<file path="config.mk">
export PLATFORM = sky130hd
export DESIGN_NAME = fast_packet_can_framer_flat
export DESIGN_NICKNAME = d
export VERILOG_FILES = /design/src/rtl/core/fpcf_pkg.sv /design/src/rtl/core/fpcf_if.sv /design/src/rtl/core/fpcf_ram.sv /design/src/rtl/core/fpcf_ctrl.sv /design/src/rtl/core/fpcf_dpath.sv /design/src/rtl/core/fast_packet_can_framer.sv /design/src/flat_wrapper.sv
export VERILOG_INCLUDE_DIRS = /design/src /design/src/rtl/core
export SDC_FILE = /design/constraint.sdc
export NUM_CORES = 2
export LEC_CHECK = 0
export BUFFER_PORTS_ARGS = -buffer_cell sky130_fd_sc_hd__buf_2
export CAP_MARGIN = 20
export CORE_ASPECT_RATIO = 0.75
export CORE_UTILIZATION = 55
export CTS_CLUSTER_DIAMETER = 50
export DETAILED_ROUTE_END_ITERATION = 12
export PLACE_DENSITY = 0.72
export SLEW_MARGIN = 20
export SYNTH_ARGS = -nofsm -noshare
export SYNTH_HDL_FRONTEND = slang
export SYNTH_SLANG_ARGS = --single-unit
</file>
<file path="constraint.sdc">
create_clock -name clk -period 9.31 [get_ports clk]
set_input_delay 0.4655 -clock clk [delete_from_list [all_inputs] [get_ports clk]]
set_output_delay 0.4655 -clock clk [all_outputs]
set_load 0.05 [all_outputs]
</file>
<file path="src/rtl/core/assert_macros.svh">
// ---------------------------------------------------------------------------
// assert_macros.svh
// Shared concurrent assertion macros for the framer RTL.
// ---------------------------------------------------------------------------
`ifndef ASSERT_MACROS_SVH
`define ASSERT_MACROS_SVH

// Same-cycle implication.
`define ASSERT_IMPLIES(lbl, clk, rst_n, ante, cons) \
	lbl: assert property (@(posedge clk) disable iff (!rst_n) (ante) |-> (cons)) \
		else $error("same-cycle check failed");

// Next-cycle implication.
`define ASSERT_NEXT(lbl, clk, rst_n, ante, cons) \
	lbl: assert property (@(posedge clk) disable iff (!rst_n) (ante) |=> (cons)) \
		else $error("next-cycle check failed");

`endif

</file>
<file path="src/rtl/core/fpcf_pkg.sv">
// ---------------------------------------------------------------------------
// fpcf_pkg
// Types and constants shared by the fast-packet framer modules.
// ---------------------------------------------------------------------------
package fpcf_pkg;

	localparam int unsigned GRP_W   = 18;
	localparam int unsigned SEQ_W   = 3;
	localparam int unsigned IDX_W   = 5;
	localparam int unsigned SLOT_W  = 3;
	localparam int unsigned LEFT_W  = 4;
	localparam int unsigned DATA_W  = 64;
	localparam int unsigned PRIO_W  = 3;
	localparam int unsigned ADDR8_W = 8;

	localparam logic [7:0]        PAD_BYTE   = 8'hFF;
	localparam logic [PRIO_W-1:0] PRIO_RST   = 3'd2;
	localparam logic [7:0]        SRC_RST    = 8'd254;
	// bytes in a single frame, in the first frame, and in a later frame
	localparam logic [LEFT_W-1:0] SINGLE_MAX = 4'd8;
	localparam logic [LEFT_W-1:0] FIRST_CNT  = 4'd6;
	localparam logic [LEFT_W-1:0] LATER_CNT  = 4'd7;
	localparam logic [SLOT_W-1:0] FIRST_SLOT = 3'd2;
	localparam logic [SLOT_W-1:0] LATER_SLOT = 3'd1;

	// configuration register indexes
	localparam logic REG_PRIO = 1'b0;
	localparam logic REG_SRC  = 1'b1;

	typedef enum logic [3:0] {
		ST_IDLE  = 4'b0001,
		ST_START = 4'b0010,
		ST_FILL  = 4'b0100,
		ST_EMIT  = 4'b1000
	} state_t;

	typedef struct packed {
		logic take;
		logic start_frame;
		logic fill;
	} cmd_t;

	typedef struct packed {
		logic go;
		logic fill_done;
		logic frame_last;
	} sts_t;

endpackage

</file>
<file path="src/rtl/core/fpcf_if.sv">
// ---------------------------------------------------------------------------
// fpcf_if
// Valid/ready channels: payload bytes in, CAN frames out.
// ---------------------------------------------------------------------------
interface fpcf_msg_if;
	logic                       valid;
	logic                       ready;
	logic [7:0]                 payload_byte;
	logic [fpcf_pkg::GRP_W-1:0] group_number;
	logic                       last_byte;

	modport source (output valid, payload_byte, group_number, last_byte, input ready);
	modport sink   (input valid, payload_byte, group_number, last_byte, output ready);
endinterface

interface fpcf_frame_if;
	logic                        valid;
	logic                        ready;
	logic [fpcf_pkg::GRP_W-1:0]  frame_group_number;
	logic [fpcf_pkg::PRIO_W-1:0] frame_prio;
	logic [7:0]                  frame_source;
	logic [7:0]                  pdu_format;
	logic [7:0]                  pdu_specific;
	logic [fpcf_pkg::DATA_W-1:0] frame_bytes;
	logic                        last_frame;

	modport source (output valid, frame_group_number, frame_prio, frame_source,
		pdu_format, pdu_specific, frame_bytes, last_frame, input ready);
	modport sink   (input valid, frame_group_number, frame_prio, frame_source,
		pdu_format, pdu_specific, frame_bytes, last_frame, output ready);
endinterface

</file>
<file path="src/rtl/core/fpcf_ram.sv">
// ---------------------------------------------------------------------------
// fpcf_ram
// Simple dual-port RAM, one write and one registered read port.
// ---------------------------------------------------------------------------
module fpcf_ram #(
	parameter int unsigned WIDTH = 8,
	parameter int unsigned DEPTH = 223
) (
	input  logic                     clk,
	input  logic                     we,
	input  logic [$clog2(DEPTH)-1:0] waddr,
	input  logic [WIDTH-1:0]         wdata,
	input  logic                     re,
	input  logic [$clog2(DEPTH)-1:0] raddr,
	output logic [WIDTH-1:0]         rdata
);

	logic [WIDTH-1:0] mem_q [DEPTH];
	logic [WIDTH-1:0] rdata_q;

	always_ff @(posedge clk) begin
		if (we) begin
			mem_q[waddr] <= wdata;
		end
		if (re) begin
			rdata_q <= mem_q[raddr];
		end
	end

	assign rdata = rdata_q;

endmodule

</file>
<file path="src/rtl/core/fpcf_ctrl.sv">
// ---------------------------------------------------------------------------
// fpcf_ctrl
// Sequencer: take bytes, then build and hand out frames one by one.
// ---------------------------------------------------------------------------
module fpcf_ctrl (
	input  logic           clk,
	input  logic           arst_n,
	input  logic           msg_valid,
	output logic           msg_ready,
	output logic           frame_valid,
	input  logic           frame_ready,
	input  fpcf_pkg::sts_t sts,
	output fpcf_pkg::cmd_t cmd
);

	fpcf_pkg::state_t state_q, state_nxt;

	always_ff @(posedge clk or negedge arst_n) begin
		if (!arst_n) begin
			state_q <= fpcf_pkg::ST_IDLE;
		end else begin
			state_q <= state_nxt;
		end
	end

	assign msg_ready       = (state_q == fpcf_pkg::ST_IDLE);
	assign frame_valid     = (state_q == fpcf_pkg::ST_EMIT);
	assign cmd.take        = msg_valid && msg_ready;
	assign cmd.start_frame = (state_q == fpcf_pkg::ST_START);
	assign cmd.fill        = (state_q == fpcf_pkg::ST_FILL);

	always_comb begin
		state_nxt = state_q;
		unique case (state_q)
			fpcf_pkg::ST_IDLE: begin
				if (cmd.take && sts.go) begin
					state_nxt = fpcf_pkg::ST_START;
				end
			end
			fpcf_pkg::ST_START: begin
				state_nxt = fpcf_pkg::ST_FILL;
			end
			fpcf_pkg::ST_FILL: begin
				if (sts.fill_done) begin
					state_nxt = fpcf_pkg::ST_EMIT;
				end
			end
			fpcf_pkg::ST_EMIT: begin
				if (frame_ready) begin
					state_nxt = sts.frame_last ? fpcf_pkg::ST_IDLE : fpcf_pkg::ST_START;
				end
			end
			default: begin
				state_nxt = fpcf_pkg::ST_IDLE;
			end
		endcase
	end

endmodule

</file>
<file path="src/rtl/core/fpcf_dpath.sv">
// ---------------------------------------------------------------------------
// fpcf_dpath
// Byte buffer, message bookkeeping and frame assembly register.
// ---------------------------------------------------------------------------
module fpcf_dpath #(
	parameter int unsigned MAX_PAYLOAD = 223
) (
	input  logic                        clk,
	input  logic                        arst_n,
	input  fpcf_pkg::cmd_t              cmd,
	output fpcf_pkg::sts_t              sts,
	input  logic [7:0]                  payload_byte,
	input  logic [fpcf_pkg::GRP_W-1:0]  group_number,
	input  logic                        last_byte,
	output logic [fpcf_pkg::GRP_W-1:0]  frame_group_number,
	output logic [7:0]                  pdu_format,
	output logic [7:0]                  pdu_specific,
	output logic [fpcf_pkg::DATA_W-1:0] frame_bytes,
	output logic                        last_frame
);

	localparam int unsigned AW    = $clog2(MAX_PAYLOAD);
	localparam int unsigned CNT_W = $clog2(MAX_PAYLOAD + 1);

	// control state
	logic [CNT_W-1:0]            count_q;
	logic                        too_long_q;
	logic [fpcf_pkg::SEQ_W-1:0]  seq_q;
	logic [fpcf_pkg::LEFT_W-1:0] left_q;
	logic                        pend_s1;
	// payload / message context
	logic [CNT_W-1:0]            n_q;
	logic [CNT_W-1:0]            rd_ptr_q;
	logic [fpcf_pkg::IDX_W-1:0]  idx_q;
	logic [fpcf_pkg::SEQ_W-1:0]  msg_seq_q;
	logic [fpcf_pkg::SLOT_W-1:0] slot_q;
	logic [fpcf_pkg::SLOT_W-1:0] pend_slot_s1;
	logic [fpcf_pkg::GRP_W-1:0]  grp_q;
	logic [fpcf_pkg::DATA_W-1:0] frame_q;
	logic                        last_q;

	logic                        store;
	logic                        tl_nxt;
	logic [CNT_W-1:0]            cnt_nxt;
	logic                        multi;
	logic [CNT_W-1:0]            rem;
	logic                        issue;
	logic [7:0]                  ram_rdata;
	// frame setup
	logic [fpcf_pkg::DATA_W-1:0] hdr_frame;
	logic [fpcf_pkg::SLOT_W-1:0] hdr_slot;
	logic [fpcf_pkg::LEFT_W-1:0] hdr_left;
	logic                        hdr_last;

	assign store   = !too_long_q && (count_q < CNT_W'(MAX_PAYLOAD));
	assign tl_nxt  = too_long_q || !store;
	assign cnt_nxt = count_q + CNT_W'(store);
	assign sts.go  = cmd.take && last_byte && !tl_nxt;

	assign multi = (n_q > CNT_W'(fpcf_pkg::SINGLE_MAX));
	assign rem   = n_q - rd_ptr_q;
	assign issue = cmd.fill && (left_q != '0);

	always_comb begin
		hdr_frame = '1;
		hdr_slot  = '0;
		hdr_left  = fpcf_pkg::LEFT_W'(n_q);
		hdr_last  = 1'b1;
		if (multi) begin
			if (idx_q == '0) begin
				hdr_frame[7:0]  = {msg_seq_q, fpcf_pkg::IDX_W'(0)};
				hdr_frame[15:8] = 8'(n_q);
				hdr_slot        = fpcf_pkg::FIRST_SLOT;
				hdr_left        = fpcf_pkg::FIRST_CNT;
				hdr_last        = 1'b0;
			end else begin
				hdr_frame[7:0] = {msg_seq_q, idx_q};
				hdr_slot       = fpcf_pkg::LATER_SLOT;
				hdr_last       = (rem <= CNT_W'(fpcf_pkg::LATER_CNT));
				hdr_left       = hdr_last ? fpcf_pkg::LEFT_W'(rem) : fpcf_pkg::LATER_CNT;
			end
		end
	end

	fpcf_ram #(
		.WIDTH (8),
		.DEPTH (MAX_PAYLOAD)
	) u_buf (
		.clk   (clk),
		.we    (cmd.take && store),
		.waddr (count_q[AW-1:0]),
		.wdata (payload_byte),
		.re    (issue),
		.raddr (rd_ptr_q[AW-1:0]),
		.rdata (ram_rdata)
	);

	always_ff @(posedge clk or negedge arst_n) begin
		if (!arst_n) begin
			count_q    <= '0;
			too_long_q <= 1'b0;
			seq_q      <= '0;
			left_q     <= '0;
			pend_s1    <= 1'b0;
		end else begin
			if (cmd.take) begin
				if (last_byte) begin
					count_q    <= '0;
					too_long_q <= 1'b0;
					if (sts.go && (cnt_nxt > CNT_W'(fpcf_pkg::SINGLE_MAX))) begin
						seq_q <= seq_q + 1'b1;
					end
				end else begin
					count_q    <= cnt_nxt;
					too_long_q <= tl_nxt;
				end
			end
			if (cmd.start_frame) begin
				left_q <= hdr_left;
			end else if (issue) begin
				left_q <= left_q - 1'b1;
			end
			pend_s1 <= issue;
		end
	end

	always_ff @(posedge clk) begin
		if (sts.go) begin
			n_q       <= cnt_nxt;
			grp_q     <= group_number;
			rd_ptr_q  <= '0;
			idx_q     <= '0;
			msg_seq_q <= seq_q;
		end
		if (cmd.start_frame) begin
			frame_q <= hdr_frame;
			slot_q  <= hdr_slot;
			last_q  <= hdr_last;
			idx_q   <= idx_q + 1'b1;
		end
		if (issue) begin
			rd_ptr_q     <= rd_ptr_q + 1'b1;
			slot_q       <= slot_q + 1'b1;
			pend_slot_s1 <= slot_q;
		end
		if (pend_s1) begin
			frame_q[pend_slot_s1*8 +: 8] <= ram_rdata;
		end
	end

	assign sts.fill_done  = (left_q == '0) && !pend_s1;
	assign sts.frame_last = last_q;

	assign frame_group_number = grp_q;
	assign pdu_format         = grp_q[15:8];
	assign pdu_specific       = grp_q[7:0];
	assign frame_bytes        = frame_q;
	assign last_frame         = last_q;

endmodule

</file>
<file path="src/rtl/core/fast_packet_can_framer.sv">
// ---------------------------------------------------------------------------
// fast_packet_can_framer
// Buffers message bytes and sends them as fast-packet CAN frames.
// ---------------------------------------------------------------------------
//  channel  dir  handshake      transaction
//  msg      in   valid/ready    one payload byte + group number + last flag
//  frame    out  valid/ready    one 8-byte CAN frame with header fields
//  apb      in   psel/penable   write/read of frame_priority, source_address
//
//  A byte is taken and written into the buffer RAM while the message fits.
//  On an accepted last byte of a message that fits, the block stops taking
//  bytes and builds frames: per frame a setup state, a fill state (one RAM
//  read per byte, the registered read data written in, and the done flag),
//  then the frame is on offer, held until taken.
//  Reset is asynchronous; the buffer needs no clearing pass.
// ---------------------------------------------------------------------------
`include "assert_macros.svh"

module fast_packet_can_framer #(
	parameter int unsigned MAX_PAYLOAD = 223
) (
	input  logic                clk,
	input  logic                arst_n,
	fpcf_msg_if.sink            msg,
	fpcf_frame_if.source        frame,
	input  logic                psel,
	input  logic                penable,
	input  logic                pwrite,
	input  logic [2:0]          paddr,
	input  logic [31:0]         pwdata,
	output logic [31:0]         prdata,
	output logic                pready
);

	logic [fpcf_pkg::PRIO_W-1:0] prio_q;
	logic [7:0]                  src_q;
	logic                        reg_sel;
	logic                        cfg_wr;
	fpcf_pkg::cmd_t              cmd;
	fpcf_pkg::sts_t              sts;

	// ---- configuration registers (4-byte stride) ----
	assign pready  = 1'b1;
	assign reg_sel = paddr[2];
	assign cfg_wr  = psel && penable && pwrite && pready;

	always_ff @(posedge clk or negedge arst_n) begin
		if (!arst_n) begin
			prio_q <= fpcf_pkg::PRIO_RST;
			src_q  <= fpcf_pkg::SRC_RST;
		end else if (cfg_wr) begin
			unique case (reg_sel)
				fpcf_pkg::REG_PRIO: prio_q <= pwdata[fpcf_pkg::PRIO_W-1:0];
				fpcf_pkg::REG_SRC:  src_q  <= pwdata[7:0];
				default: ;
			endcase
		end
	end

	always_comb begin
		unique case (reg_sel)
			fpcf_pkg::REG_PRIO: prdata = {29'd0, prio_q};
			fpcf_pkg::REG_SRC:  prdata = {24'd0, src_q};
			default:            prdata = '0;
		endcase
	end

	// ---- sequencer ----
	fpcf_ctrl u_ctrl (
		.clk         (clk),
		.arst_n      (arst_n),
		.msg_valid   (msg.valid),
		.msg_ready   (msg.ready),
		.frame_valid (frame.valid),
		.frame_ready (frame.ready),
		.sts         (sts),
		.cmd         (cmd)
	);

	// ---- buffer and frame assembly ----
	fpcf_dpath #(
		.MAX_PAYLOAD (MAX_PAYLOAD)
	) u_dpath (
		.clk                (clk),
		.arst_n             (arst_n),
		.cmd                (cmd),
		.sts                (sts),
		.payload_byte       (msg.payload_byte),
		.group_number       (msg.group_number),
		.last_byte          (msg.last_byte),
		.frame_group_number (frame.frame_group_number),
		.pdu_format         (frame.pdu_format),
		.pdu_specific       (frame.pdu_specific),
		.frame_bytes        (frame.frame_bytes),
		.last_frame         (frame.last_frame)
	);

	// header fields from config; user changes it only while idle, unchecked
	assign frame.frame_prio   = prio_q;
	assign frame.frame_source = src_q;

	// ---- checks ----
	// one message in flight: no byte taken while a frame is on offer
	`ASSERT_IMPLIES(a_no_take_while_emit, clk, arst_n, frame.valid, !msg.ready)
	// after the final frame goes out the block is ready for the next message
	`ASSERT_NEXT(a_ready_after_last, clk, arst_n,
		frame.valid && frame.ready && frame.last_frame, msg.ready)
	// a message that will produce frames closes the input next cycle
	`ASSERT_NEXT(a_busy_after_go, clk, arst_n, sts.go, !msg.ready && !frame.valid)

endmodule
</file>
<file path="src/flat_wrapper.sv">
// flat-port wrapper written by rule: the top's interface ports become plain ports
module fast_packet_can_framer_flat 
#(
	parameter int unsigned MAX_PAYLOAD = 223
)
  (clk, arst_n, psel, penable, pwrite, paddr, pwdata, prdata, pready, msg_valid, msg_payload_byte, msg_group_number, msg_last_byte, msg_ready, frame_valid, frame_frame_group_number, frame_frame_prio, frame_frame_source, frame_pdu_format, frame_pdu_specific, frame_frame_bytes, frame_last_frame, frame_ready);
  fpcf_msg_if msg_i ();
  fpcf_frame_if frame_i ();
  input  logic clk;
  input  logic arst_n;
  input  logic psel;
  input  logic penable;
  input  logic pwrite;
  input  logic [2:0] paddr;
  input  logic [31:0] pwdata;
  output logic [31:0] prdata;
  output logic pready;
  input wire logic [$bits(msg_i.valid)-1:0] msg_valid;
  input wire logic [$bits(msg_i.payload_byte)-1:0] msg_payload_byte;
  input wire logic [$bits(msg_i.group_number)-1:0] msg_group_number;
  input wire logic [$bits(msg_i.last_byte)-1:0] msg_last_byte;
  output wire logic [$bits(msg_i.ready)-1:0] msg_ready;
  output wire logic [$bits(frame_i.valid)-1:0] frame_valid;
  output wire logic [$bits(frame_i.frame_group_number)-1:0] frame_frame_group_number;
  output wire logic [$bits(frame_i.frame_prio)-1:0] frame_frame_prio;
  output wire logic [$bits(frame_i.frame_source)-1:0] frame_frame_source;
  output wire logic [$bits(frame_i.pdu_format)-1:0] frame_pdu_format;
  output wire logic [$bits(frame_i.pdu_specific)-1:0] frame_pdu_specific;
  output wire logic [$bits(frame_i.frame_bytes)-1:0] frame_frame_bytes;
  output wire logic [$bits(frame_i.last_frame)-1:0] frame_last_frame;
  input wire logic [$bits(frame_i.ready)-1:0] frame_ready;
  assign msg_i.valid = msg_valid;
  assign msg_i.payload_byte = msg_payload_byte;
  assign msg_i.group_number = msg_group_number;
  assign msg_i.last_byte = msg_last_byte;
  assign msg_ready = msg_i.ready;
  assign frame_valid = frame_i.valid;
  assign frame_frame_group_number = frame_i.frame_group_number;
  assign frame_frame_prio = frame_i.frame_prio;
  assign frame_frame_source = frame_i.frame_source;
  assign frame_pdu_format = frame_i.pdu_format;
  assign frame_pdu_specific = frame_i.pdu_specific;
  assign frame_frame_bytes = frame_i.frame_bytes;
  assign frame_last_frame = frame_i.last_frame;
  assign frame_i.ready = frame_ready;
  fast_packet_can_framer #(.MAX_PAYLOAD(MAX_PAYLOAD)) u_core (.clk(clk), .arst_n(arst_n), .msg(msg_i), .frame(frame_i), .psel(psel), .penable(penable), .pwrite(pwrite), .paddr(paddr), .pwdata(pwdata), .prdata(prdata), .pready(pready));
endmodule
</file>
* After elaboration in Yosys (flattened, before gate mapping)
Memories as Yosys holds them, arrays and structs flattened. A register that Yosys moved wholly into a read port is not among the register bits. Index checks and enable logic that the tools add are counted. Widths: inputs -> output; s select.
Word-level totals: register bits 145, latch bits 0, RAM bits 1784, memory bits (read-only) 0, output and inout bits 145, memories kept 1
Memory list:
- u_core.u_dpath.u_buf.mem_q | words 223, width 8, rd ports 1, clocked after memory_dff 1, wr ports 1, line fpcf_ram.sv:18 | logic [WIDTH-1:0] mem_q [DEPTH];
Operators by class: $add $sub $neg 8, multipliers 0, divide/modulo/power cells 0, magnitude comparators 4, equal/unequal tests 7, shifts and indexed selects 2, muxes and demuxes 30, bitwise gates (word level) 1, reductions and logical operators 26
Operators with widths (number):
- $mux 64 | 2
- $bwmux 64 | 1
- $pmux 32 s2 | 1
- $shift 8x34->64 const A | 1
- $shiftx 8x34->64 | 1
- $neg 6->34 | 1
- $mux 4 | 8
- $mux 8 | 4
- $gt 8x4->1 const B | 2
- $mux 16 | 1
- $pmux 4 s4 | 1
- $mux 5 | 3
- $logic_and 1x1->1 | 11
- $add 8x1->8 | 1
- $add 8x1->8 const B | 1
- $le 8x3->1 const B | 1
- $lt 8x8->1 const B | 1
- $sub 8x8->8 | 1
- $add 3x1->3 const B | 2
- $mux 2 | 3
- $mux 3 | 2
- $ne 2x1->1 const B | 3
- $reduce_and 3->1 | 2
- $reduce_bool 2->1 | 3
- other kinds (14) | 21

* Logic depth before layout (Yosys ltp)
depth in word-level cells 9, mapped depth 13

* Hierarchy
Synthesis repeated with hierarchy kept, for this count alone.
Unflattened totals: cell total of the unflattened synthesis 3917, area, all modules 76280.7 um^2
By module, submodules not included:
- fpcf_ram | times used 1, cells an instance 3254, area each 69445.4 um^2
- fpcf_dpath | times used 1, cells an instance 575, area each 5835.6 um^2
- fast_packet_can_framer | times used 1, cells an instance 60, area each 725.7 um^2
- fpcf_ctrl | times used 1, cells an instance 28, area each 274.0 um^2

* Least setup slack after synthesis
Ideal clock, no wire load.
path kind reg2reg, from register u_core.u_ctrl.state_q[0], to memory u_core.u_dpath.u_buf.mem_q[113][0], enable pin, setup time 0.370 ns, arrival 4.165 ns, data required time 8.940 ns, setup slack 4.774 ns, cell stages (with the launch flop) 7, path through dfstp_2 -> nor4b_1 -> nand2_1 -> nor4_1 -> nand3_1 -> buf_2 -> nor2_1
Between the ends: longest elaborated chain between the ends 5
RTL lines:
- start, declared | line fpcf_ctrl.sv:16 | fpcf_pkg::state_t state_q, state_nxt;
- start signal, assigned | line fpcf_ctrl.sv:20 | state_q <= fpcf_pkg::ST_IDLE;
- start signal, assigned | line fpcf_ctrl.sv:22 | state_q <= state_nxt;
- $eq 4x1->1 | line fpcf_ctrl.sv:26 | assign msg_ready = (state_q == fpcf_pkg::ST_IDLE);
- named net msg_ready | line flat_wrapper.sv:22 | output wire logic [$bits(msg_i.ready)-1:0] msg_ready;
- $logic_and 1x1->1 | line fpcf_ctrl.sv:28 | assign cmd.take = msg_valid && msg_ready;
- $logic_and 1x1->1 | line fpcf_dpath.sv:90 | .we (cmd.take && store),
- $mux 1 | line fpcf_ram.sv:22 | if (we) begin
- $mux 1 (not written as such) | line fpcf_ram.sv:23 | mem_q[waddr] <= wdata;
- end, declared | line fpcf_ram.sv:18
The timed path passes the listed nets, and every way through them passes these cells.

==> metrics <==
Yosys top cell by area edfxtp_1; reg-to-reg critical path startpoint u_core.u_dpath.rd_ptr_q[0]; max_cap viols 0; H-tree depth 4; Seq/Total Area, Yosys 0.757; DRC viols 0; Hold Fails Final Rpt 0; worst skew pair latency 0.83 ns; grt ovf 0; Top Layer Used met4; Vias 38600; WL met1 74.7 mm; Initial Util 0.557; top cell types by occurrence after synthesis edfxtp_1, mux4_2, nor2_1, nand2_1, mux2i_1; share of layout cells above drive strength 1 0.240; Worst Slack Setup Final 4.49 ns; Root Buffer clkbuf_16; worst endpoint data arrival time 5.36 ns; hold wc startpoint msg_payload_byte[0]; Top Ports 214; VDD IR max 294 µV; Synth Flop Type edfxtp_1; #FFs+latches synth 1937; Die W 431 µm; post-synthesis cell type count 64; final total power 0.0199 W; Hold Crit Class input port to register; RSZ-0062 raised after global routing false; Worst-path clk slew 0.07 ns; number of placed instances, taps included 5574; leakage 26.9 nW; Max-slew headroom 0.237; CTS tree done; Setup TNS 0 ns; first-pass GRT wire length 261 mm; min Tclk post-route 4.82 ns; hold path depth 1; dpl cell area 0.0782 mm²; antenna viol nets, final 0; Fillers 9227; Total Nets Final 4090; WL met3 21.2 mm; r2r worst-path depth 8; Setup crit start kind register; # rows 117; post-synth top area share 0.730; Die Y 323 µm; Die ar. 0.139 mm²; Placement Setup Slack 4.64 ns; syn avg cell area 20.0 µm²; ys async rst share 0.0165; Sequential Power Share 0.498; EDFF count, synth 1841; P_sw 0.00519 W; global placer's final weighted congestion 0.855; Worst-Margin Slew 1.14 ns; clock sink total 1937; vias in the first global route 37200; Critical Path Sink Type register; area grow syn2layout 11.4%; initial antenna violation count 4; core region area 0.136 mm²; vias per cell 6.50; clock network power share 0.370; clk buf depth 3; metal2 WL 79.6 mm; Max Slew Vio Count 0; Synth Instances 3794; post-DP HPWL 108 mm; GRT Resource Usage Total 0.262; worst path required time 9.85 ns; fin cells 5939; DRT Pass-1 Iters 6; Cell Pwr Density 236 mW/mm²; Logic pwr share 0.132; internal cell power 0.0147 W; Ys Warns 0; final instance area 0.0844 mm²; synth top area cells edfxtp_1, mux4_2, mux2i_1; most common cell in the netlist edfxtp_1; Worst R2R Setup Slack 4.49 ns; Finish-stage setup viols 0; Peak Freq 207 MHz; critical path fanouts, max 74; reg2reg end u_core.u_dpath.u_buf.rdata[7]; Tcrit/Tclk final 0.518; Cell Area, Synth 0.0758 mm²; DR WL/cell 30.5 µm; status finished clean; 1st-iter DRT viols 5293; total CTS buffers 182; Switching Share 0.261; port buffer count 162; largest net degree at the start of global routing 129; clk_skew 0.0373 ns; Hold EP u_core.u_dpath.u_buf.mem_q[92][0]; Total Routed Length 181 mm; kind of critical path register to register
layout by cell type, fill, tap and decap left out, types with 7 or more instances in the layout:
master / count
dfxtp_1: 64
buf_2: 154
o221ai_1: 14
mux4_2: 462
ha_1: 17
conb_1: 25
mux2i_1: 131
a22oi_1: 12
clkbuf_16: 189
dlygate4sd3_1: 29
bufinv_16: 16
or3_1: 13
a22o_1: 8
nor2b_1: 9
nand3_1: 30
inv_1: 25
xnor2_1: 19
o211ai_1: 8
a221oi_1: 13
nor2_1: 308
buf_12: 7
a31oi_1: 7
dfrtp_1: 23
dfstp_2: 9
clkbuf_1: 34
nor4_1: 14
buf_4: 60
o22ai_1: 43
mux2_2: 22
a21oi_1: 66
clkinv_2: 36
nand2_1: 145
nor3_1: 51
buf_6: 8
clkinv_1: 38
edfxtp_1: 1841
o21ai_0: 88
inv_6: 8
a211oi_1: 8
and2_1: 10
routing by layer:
metal | GRT usage | vias up
li1 | - | 15800
met1 | 0.404 | 20200
met2 | 0.371 | 2290
met3 | 0.0618 | 310
met4 | 0.0893 | 0
met5 | 0 | -
stage by stage:
stage	hold slack [ns]	utilization
finish	0.0722	0.620
global route	0.0778	0.620
CTS	0.0474	0.620
detailed placement	0.459	0.574
global placement	0.449	0.574
floorplan	0.170	-
worst max-delay path, cell delays in order (launching register included):
cell	delay, ns
edfxtp_1	0.90
buf_4	0.53
buf_12	0.49
mux4_2	0.68
mux4_2	0.58
mux2i_1	0.17
o21ai_1	0.09
o311ai_1	0.75
o31ai_1	0.16
power groups by stage:
stage / Combinational [W] / Sequential, W / Clock, W
after floorplan: 0.00120 / 0.0106 / 0
after global placement: 0.00256 / 0.0101 / 0
after detailed placement: 0.00259 / 0.0101 / 0
after CTS: 0.00261 / 0.00991 / 0.00745
after global routing: 0.00274 / 0.00993 / 0.00777
final: 0.00263 / 0.00992 / 0.00738
repair_timing:
action / 4_1_cts / 5_1_grt
buffers inserted: 0 / 0
hold buffers: 29 / 0
gates resized for setup: 0 / 0
hold endpoints to repair: 57 / 0
cell families (layout without fill, tap and decap cells):
kind of cell    count (synthesis)  after routing  share of synthesized area
flops                        1937           1937                      0.757
mux                           615            615                      0.158
simple gates                  611            611                     0.0347
compound gates                300            300                     0.0247
buf+inv                       287            623                     0.0196
xor+xnor                       24             24                    0.00277
fa+ha+maj                      18             18                    0.00307
other cells                     2             26                  0.0000991
area by class of cell:
type | instances | area, µm² | area share
antenna | 1 | 2.50 | 0.0000297
clock inverter | 110 | 1020 | 0.0121
timing repair buffer | 259 | 1750 | 0.0207
tap | 1785 | 2230 | 0.0265
sequential | 1937 | 57400 | 0.680
inverter | 30 | 120 | 0.00142
multi-input combinational | 1593 | 17000 | 0.202
clock buffer | 224 | 4870 | 0.0577
worst max-delay path by stage:
| stage | start | to | slack [ns] | cells past startpoint |
|---|---|---|---|---|
| final | u_core.u_dpath.rd_ptr_q[0] | u_core.u_dpath.u_buf.rdata[7] | 4.49 | 8 |
| after global routing | u_core.u_dpath.rd_ptr_q[0] | u_core.u_dpath.u_buf.rdata[0] | 4.41 | 8 |
| after CTS | u_core.u_dpath.rd_ptr_q[0] | u_core.u_dpath.u_buf.rdata[7] | 4.62 | 8 |
| after detailed placement | u_core.u_dpath.rd_ptr_q[0] | u_core.u_dpath.u_buf.rdata[7] | 4.64 | 8 |
| after global placement | u_core.u_dpath.rd_ptr_q[0] | u_core.u_dpath.u_buf.rdata[7] | 4.76 | 8 |
| after floorplan | u_core.u_ctrl.state_q[0] | u_core.u_dpath.u_buf.mem_q[113][0] | 4.77 | 6 |
state kept, by name (all words and copies together) (netlist names):
| register | cells |
|---|---|
| u_core.u_dpath.seq_q | 3 |
| u_core.u_dpath.frame_bytes | 64 |
| u_core.u_dpath.count_q | 8 |
| u_core.u_dpath.n_q | 8 |
| u_core.u_dpath.msg_seq_q | 3 |
| u_core.u_dpath.pend_s1 | 1 |
| u_core.u_dpath.u_buf.mem_q | 1784 |
| u_core.u_dpath.rd_ptr_q | 8 |
| u_core.u_ctrl.state_q | 4 |
| u_core.u_dpath.u_buf.rdata | 8 |
| u_core.u_dpath.left_q | 4 |
| u_core.u_dpath.slot_q | 3 |
| u_core.frame.frame_source | 8 |
| u_core.u_dpath.pend_slot_s1 | 3 |
| u_core.u_dpath.too_long_q | 1 |
| u_core.frame.frame_prio | 3 |
| u_core.u_dpath.frame_group_number | 18 |
| u_core.u_dpath.idx_q | 5 |
| u_core.u_dpath.last_frame | 1 |
(Power assumes the default switching activity.)
